<file path="src/rtl/core/fnsm_pkg.sv">
// Shared types, constants and key mapping for the falling note slot manager.
package fnsm_pkg;

  localparam int SLOT_COUNT_DEF = 64;
  localparam logic [15:0] GAP_RST = 16'd66;
  localparam logic [6:0] LOW_NOTE = 7'd21;
  localparam logic [6:0] HIGH_NOTE = 7'd108;
  localparam logic [31:0] LINE_Y = 32'd196;
  localparam logic [31:0] FALL_MS = 32'd1800;
  localparam logic [8:0] MIN_H = 9'd8;
  localparam logic [8:0] MAX_H = 9'd480;
  localparam logic [5:0] WHITE_KEYS = 6'd52;
  localparam logic [5:0] SHARP_KEYS = 6'd36;
  localparam logic [30:0] RECIP_225 = 31'd610839794;
  localparam logic [30:0] RECIP_49 = 31'd1402438301;
  localparam int SHIFT_225 = 37;
  localparam int SHIFT_49 = 36;
  localparam logic [7:0] WHITE_BASE = 8'd12;
  localparam logic [7:0] BLACK_BASE = 8'd9;

  typedef enum logic [2:0] {
    OC_MERGED = 3'd0,
    OC_NEW    = 3'd1,
    OC_RANGE  = 3'd2,
    OC_FULL   = 3'd3,
    OC_TICK   = 3'd4
  } outcome_t;

  typedef enum logic [2:0] {
    SRC_DUR     = 3'd0,
    SRC_HNEW    = 3'd1,
    SRC_RDH     = 3'd2,
    SRC_SPAN    = 3'd3,
    SRC_ELAPSED = 3'd4
  } mul_src_t;

  typedef enum logic {
    MUL_196  = 1'b0,
    MUL_1800 = 1'b1
  } mul_op_t;

  typedef struct packed {
    logic [1:0]  status;
    logic [31:0] start;
    logic [31:0] height;
    logic        blk;
    logic [5:0]  key;
  } slot_ent_t;

  typedef struct packed {
    logic     ld_item;
    logic     mul1;
    mul_src_t mul_src;
    mul_op_t  mul_op;
    logic     mul2;
    logic     cap_h;
    logic     cap_len;
    logic     scan_rd;
    logic     scan_free;
    logic     cap_end;
    logic     idx_inc;
    logic     set_slot;
    logic     mg_wr;
    logic     alloc_wr;
    logic     tick_eval;
    logic     res_ld;
    outcome_t res_code;
  } cmd_t;

  typedef struct packed {
    logic is_tick;
    logic in_range;
    logic match;
    logic grow;
    logic free_found;
    logic idx_last;
  } stat_t;

  localparam logic [2:0] WPRE [12] = '{3'd0, 3'd1, 3'd1, 3'd2, 3'd2, 3'd3,
                                       3'd4, 3'd4, 3'd5, 3'd5, 3'd6, 3'd6};
  localparam logic [2:0] BPRE [12] = '{3'd0, 3'd0, 3'd1, 3'd1, 3'd2, 3'd2,
                                       3'd2, 3'd3, 3'd3, 3'd4, 3'd4, 3'd5};
  localparam logic [11:0] BLACK_SEMI = 12'b0101_0100_1010;

  function automatic logic [6:0] key_of(input logic [6:0] note);
    logic [3:0] oct;
    logic [6:0] semi;
    logic [7:0] w;
    logic [7:0] b;
    logic       blk;
    oct = 4'd0;
    for (int k = 1; k <= 10; k++) begin
      if (note >= 7'(12 * k)) oct = 4'(k);
    end
    semi = note - 7'({3'b0, oct} * 7'd12);
    w = 8'({4'b0, oct} * 8'd7) + {5'b0, WPRE[semi[3:0]]} - WHITE_BASE;
    b = 8'({4'b0, oct} * 8'd5) + {5'b0, BPRE[semi[3:0]]} - BLACK_BASE;
    blk = BLACK_SEMI[semi[3:0]];
    return blk ? {1'b1, b[5:0]} : {1'b0, w[5:0]};
  endfunction

endpackage

</file>
<file path="src/rtl/core/fnsm_ctrl.sv">
// Controller state machine sequencing spawn scans and tick passes.
module fnsm_ctrl import fnsm_pkg::*; (
  input  logic  clk,
  input  logic  rst_n,
  input  logic  in_valid,
  output logic  in_stall,
  output logic  out_valid,
  input  logic  out_stall,
  input  stat_t stat,
  output cmd_t  cmd
);

  typedef enum logic [4:0] {
    S_IDLE, S_DISP, SP_M1, SP_M2, SP_H, SP_L1, SP_L2, SP_L3,
    SC_RD, SC_DAT, SC_M2, SC_CMP, MG_CHK, MG_M2, MG_WR, S_ALLOC,
    T_RD, T_M1, T_M2, T_EV, S_FIN
  } state_t;

  state_t   state_r, state_nxt;
  outcome_t code_r, code_nxt;
  logic     out_valid_r, out_valid_nxt;

  assign in_stall = state_r != S_IDLE;
  assign out_valid = out_valid_r;

  always_comb begin
    cmd = '0;
    state_nxt = state_r;
    code_nxt = code_r;
    out_valid_nxt = out_valid_r && out_stall;
    unique case (state_r)
      S_IDLE: begin
        if (in_valid) begin
          cmd.ld_item = 1'b1;
          state_nxt = S_DISP;
        end
      end
      S_DISP: begin
        if (stat.is_tick) begin
          state_nxt = T_RD;
        end else if (!stat.in_range) begin
          code_nxt = OC_RANGE;
          state_nxt = S_FIN;
        end else begin
          state_nxt = SP_M1;
        end
      end
      SP_M1: begin
        cmd.mul1 = 1'b1;
        cmd.mul_src = SRC_DUR;
        cmd.mul_op = MUL_196;
        state_nxt = SP_M2;
      end
      SP_M2: begin
        cmd.mul2 = 1'b1;
        state_nxt = SP_H;
      end
      SP_H: begin
        cmd.cap_h = 1'b1;
        state_nxt = SP_L1;
      end
      SP_L1: begin
        cmd.mul1 = 1'b1;
        cmd.mul_src = SRC_HNEW;
        cmd.mul_op = MUL_1800;
        state_nxt = SP_L2;
      end
      SP_L2: begin
        cmd.mul2 = 1'b1;
        state_nxt = SP_L3;
      end
      SP_L3: begin
        cmd.cap_len = 1'b1;
        state_nxt = SC_RD;
      end
      SC_RD: begin
        cmd.scan_rd = 1'b1;
        state_nxt = SC_DAT;
      end
      SC_DAT: begin
        cmd.mul1 = 1'b1;
        cmd.mul_src = SRC_RDH;
        cmd.mul_op = MUL_1800;
        cmd.scan_free = 1'b1;
        state_nxt = SC_M2;
      end
      SC_M2: begin
        cmd.mul2 = 1'b1;
        state_nxt = SC_CMP;
      end
      SC_CMP: begin
        cmd.cap_end = 1'b1;
        if (stat.match) begin
          state_nxt = MG_CHK;
        end else if (stat.idx_last) begin
          state_nxt = S_ALLOC;
        end else begin
          cmd.idx_inc = 1'b1;
          state_nxt = SC_RD;
        end
      end
      MG_CHK: begin
        cmd.set_slot = 1'b1;
        code_nxt = OC_MERGED;
        if (stat.grow) begin
          cmd.mul1 = 1'b1;
          cmd.mul_src = SRC_SPAN;
          cmd.mul_op = MUL_196;
          state_nxt = MG_M2;
        end else begin
          state_nxt = S_FIN;
        end
      end
      MG_M2: begin
        cmd.mul2 = 1'b1;
        state_nxt = MG_WR;
      end
      MG_WR: begin
        cmd.mg_wr = 1'b1;
        state_nxt = S_FIN;
      end
      S_ALLOC: begin
        if (stat.free_found) begin
          cmd.alloc_wr = 1'b1;
          code_nxt = OC_NEW;
        end else begin
          code_nxt = OC_FULL;
        end
        state_nxt = S_FIN;
      end
      T_RD: begin
        cmd.scan_rd = 1'b1;
        state_nxt = T_M1;
      end
      T_M1: begin
        cmd.mul1 = 1'b1;
        cmd.mul_src = SRC_ELAPSED;
        cmd.mul_op = MUL_196;
        state_nxt = T_M2;
      end
      T_M2: begin
        cmd.mul2 = 1'b1;
        state_nxt = T_EV;
      end
      T_EV: begin
        cmd.tick_eval = 1'b1;
        if (stat.idx_last) begin
          code_nxt = OC_TICK;
          state_nxt = S_FIN;
        end else begin
          cmd.idx_inc = 1'b1;
          state_nxt = T_RD;
        end
      end
      S_FIN: begin
        if (!out_valid_r || !out_stall) begin
          cmd.res_ld = 1'b1;
          cmd.res_code = code_r;
          out_valid_nxt = 1'b1;
          state_nxt = S_IDLE;
        end
      end
      default: state_nxt = S_IDLE;
    endcase
  end

  always_ff @(posedge clk) begin
    if (!rst_n) begin
      state_r <= S_IDLE;
      code_r <= OC_TICK;
      out_valid_r <= 1'b0;
    end else begin
      state_r <= state_nxt;
      code_r <= code_nxt;
      out_valid_r <= out_valid_nxt;
    end
  end

endmodule
</file>
<file path="config.mk">
export PLATFORM = sky130hd
export DESIGN_NAME = fnsm_ctrl
export DESIGN_NICKNAME = d
export VERILOG_FILES = /design/src/rtl/core/fnsm_pkg.sv /design/src/rtl/core/fnsm_ctrl.sv
export SDC_FILE = /design/constraint.sdc
export NUM_CORES = 1
export LEC_CHECK = 0
export BUFFER_PORTS_ARGS = -buffer_cell sky130_fd_sc_hd__buf_2
export CAP_MARGIN = 0
export CORE_MARGIN = 2
export CORE_UTILIZATION = 52
export DETAILED_ROUTE_END_ITERATION = 10
export PLACE_DENSITY = 0.94
export REMOVE_ABC_BUFFERS = 1
export SYNTH_ARGS = -nofsm -noshare
export SYNTH_HDL_FRONTEND = slang
export SYNTH_SLANG_ARGS = --single-unit
</file>
<file path="constraint.sdc">
create_clock -name clk -period 3.3 [get_ports clk]
set_input_delay 0.66 -clock clk [delete_from_list [all_inputs] [get_ports clk]]
set_output_delay 0.66 -clock clk [all_outputs]
set_load 0.03 [all_outputs]
</file>
==> results.json <==
{
  "core_um2": 1540,
  "ir_drop_v": 0.000331,
  "synth_compound_gate_area_share": 0.277,
  "syn_area_um2": 880,
  "hold_class": "flip-flop to flip-flop",
  "outcome": "finished clean",
  "via_per_inst": 6.27,
  "postCtsSetupRepairBufs": 0,
  "row_count": 14,
  "tns_ps": 0,
  "synth_edf_count": 0,
  "path_class": "flip-flop to output port",
  "yosysMostFrequentCell": "nand2_1",
  "clock_power_share": 0.216,
  "die_area_um2": 2040,
  "layoutNonFillerInstCount": 164,
  "yosys.cell_types.count": 44,
  "cts-hold-fix-buffers": 0,
  "die_height_um": 45.1,
  "p_per_area_nw_per_um2": 379,
  "layout_min_cycle_time_ps": 2630,
  "synth_area_leaders": "dfxtp_1 (20%), nand2b_1 (5.0%), nand2_1 (4.3%)",
  "synth-adder-area-share": 0,
  "dpl.hpwl_um": 1730,
  "arrival_ps": 1970,
  "overflow": 0,
  "grt_pass1_wl_um": 3750,
  "yosys_most_used_dff": "dfxtp_1",
  "worst_pin_slew_ps": 748,
  "start_util": 0.571,
  "vias": 1028,
  "ioPinCount": 33,
  "critPathLaunchType": "flip-flop",
  "yosysTopAreaCellShare": 0.205,
  "critPathMaxStageDelay_ps": 800,
  "path_clk_slew_ps": 60,
  "antenna_found_initial": 0,
  "fin_skew_ps": 0.963,
  "min_path_cells": 2,
  "cap_violations": 0,
  "final-setup-viol-count": 0,
  "fillers": 134,
  "gp_congestion": 0.925,
  "path_buf_inv": 1,
  "switchingPower_mw": 0.171,
  "wire_per_inst_um": 14.2,
  "synth.ff_latch_count": 9,
  "critical_path.top_delay_family": "flip-flops",
  "wirelength_um": 2330,
  "max_freq_mhz": 380,
  "synth_xor_area_frac": 0.0284,
  "switching_share": 0.435,
  "synthMuxAreaShare": 0.0228,
  "p_seq_frac": 0.393,
  "crit_required_ps": 2640,
  "endpoint_kind": "output port",
  "cts.repair.resized": 0,
  "avgSynthCellArea_um2": 7.33,
  "path_cells": "nand4_1 -> a21oi_1 -> and2_1 -> buf_2",
  "ys_seq_area_frac": 0.205,
  "synthTopCellsByCount": "nand2_1 (10), dfxtp_1 (9), nor2_1 (9)",
  "die_w_um": 45.1,
  "finalPower_mw": 0.393,
  "p_leak_nw": 0.473,
  "fin_nets": 159,
  "drcViolationCount": 0,
  "place_inst": 160,
  "synthSimpleGateAreaFrac": 0.391,
  "grt_pass1_vias": 849,
  "p_comb_frac": 0.390,
  "slew_headroom": 0.500,
  "synthArstFlopShare": 0,
  "htree_levels": 1,
  "slowest_stage": "dfxtp_1",
  "antennaDiodeCount": 0,
  "first_pass_iters": 4,
  "cts_buffers": 3,
  "synth.largest_area_cell": "dfxtp_1",
  "path_max_fanout": 21,
  "synth_top_family_by_area": "simple AND/OR/NAND/NOR gates",
  "cell_internal_pwr_mw": 0.222,
  "cts_tree": "built",
  "reg2reg_depth": 4,
  "syn2layout_area_growth_pct": 17.8,
  "yosysWarnings": 0,
  "synthCells": 120,
  "cp.depth": 4,
  "slew_viol_final": 0,
  "hold_violations": 0,
  "ctsRootBufferMaster": "clkbuf_4",
  "clock_latency_ps": 260,
  "grt_start_max_net_pins": 23,
  "drive_above_1_share": 0.284,
  "grt_usage": 0.249,
  "clock_sinks": 9,
  "drtIter0Drc": 47,
  "io_buffers": 32,
  "fin_crit_sh": 0.797,
  "clockBufferDepth": 2,
  "antenna_left": 0,
  "rsz0062_at_grt": "false"
}
state kept, by name, summed over array words and instances, names as in the netlist:
register   flops
out_valid      1
code_r         3
state_r        5
worst register-to-register path, cell delays in order (launching register included):
cell and delay, ps:
dfxtp_1 770, or3b_1 480, nor3b_1 280, o211ai_1 110
o21ai_0 70
metrics by stage:
| step | setup WS, ps | instance area, um^2 | hold slack [ps] | util |
|---|---|---|---|---|
| floorplan | 789 | 828 | 425 | - |
| global placement | 1050 | 1010 | 439 | 0.654 |
| detailed placement | 998 | 1010 | 466 | 0.654 |
| CTS | 694 | 1040 | 478 | 0.672 |
| global route | 496 | 1040 | 492 | 0.672 |
| finish | 669 | 1040 | 468 | 0.672 |
worst paths after layout:
path / to / slack [ps] / from
worst max-delay path: cmd[0] / 670 / state_r[2]
worst min-delay path: code_r[1] / 470 / code_r[1]
worst max register to register: code_r[0] / 1510 / state_r[4]
worst min register to register: code_r[1] / 470 / code_r[1]
layout make-up:
class	instances	area [um^2]	share of cell area
flip-flops and latches	9	180	0.174
inverters	4	15.0	0.0145
clock inverters	1	5.00	0.00483
repair buffers	32	160	0.155
clock buffers	3	22.5	0.0217
multi-input cells	99	633	0.611
well taps	16	20.0	0.0193
cell families (layout without fill, tap and decap cells):
logic type / Yosys count / after routing
and+or+nand+nor: 60 / 60
DFF: 9 / 9
buffers and inverters: 12 / 40
muxes: 2 / 2
xor gates and xnor gates: 2 / 2
AOI/OAI and AO/OA: 35 / 35
metal layers:
metal  part of all wire  vias up  track usage
li1                   -      493            -
met1               0.40      468        0.329
met2               0.49       63        0.397
met3               0.10        4       0.0560
met4             0.0094        0       0.0824
met5                  0        -            0
power by group through the flow:
stage / clock [mW] / sequential (mW) / combinational, mW
global placement: 0 / 0.153 / 0.147
CTS: 0.0889 / 0.152 / 0.152
global route: 0.0941 / 0.157 / 0.165
finish: 0.0850 / 0.155 / 0.153
detailed placement: 0 / 0.155 / 0.150
floorplan: 0 / 0.146 / 0.113
cells in the final DEF (no fill, tap or decap), types with 2 or more instances in the layout:
cell / count
a21oi_1: 7
a22oi_1: 3
and2_1: 4
and3_1: 2
and3b_1: 2
buf_2: 32
clkbuf_4: 3
dfxtp_1: 9
inv_1: 4
mux2i_1: 2
nand2_1: 10
nand2b_1: 7
nand3_1: 2
nand3b_1: 2
nand4_1: 2
nor2_1: 9
nor2_2: 2
nor2b_1: 2
nor3_1: 5
nor3b_1: 4
nor4_1: 3
o21a_1: 3
o21ai_0: 6
o22ai_1: 3
(Power assumes the default switching activity.)
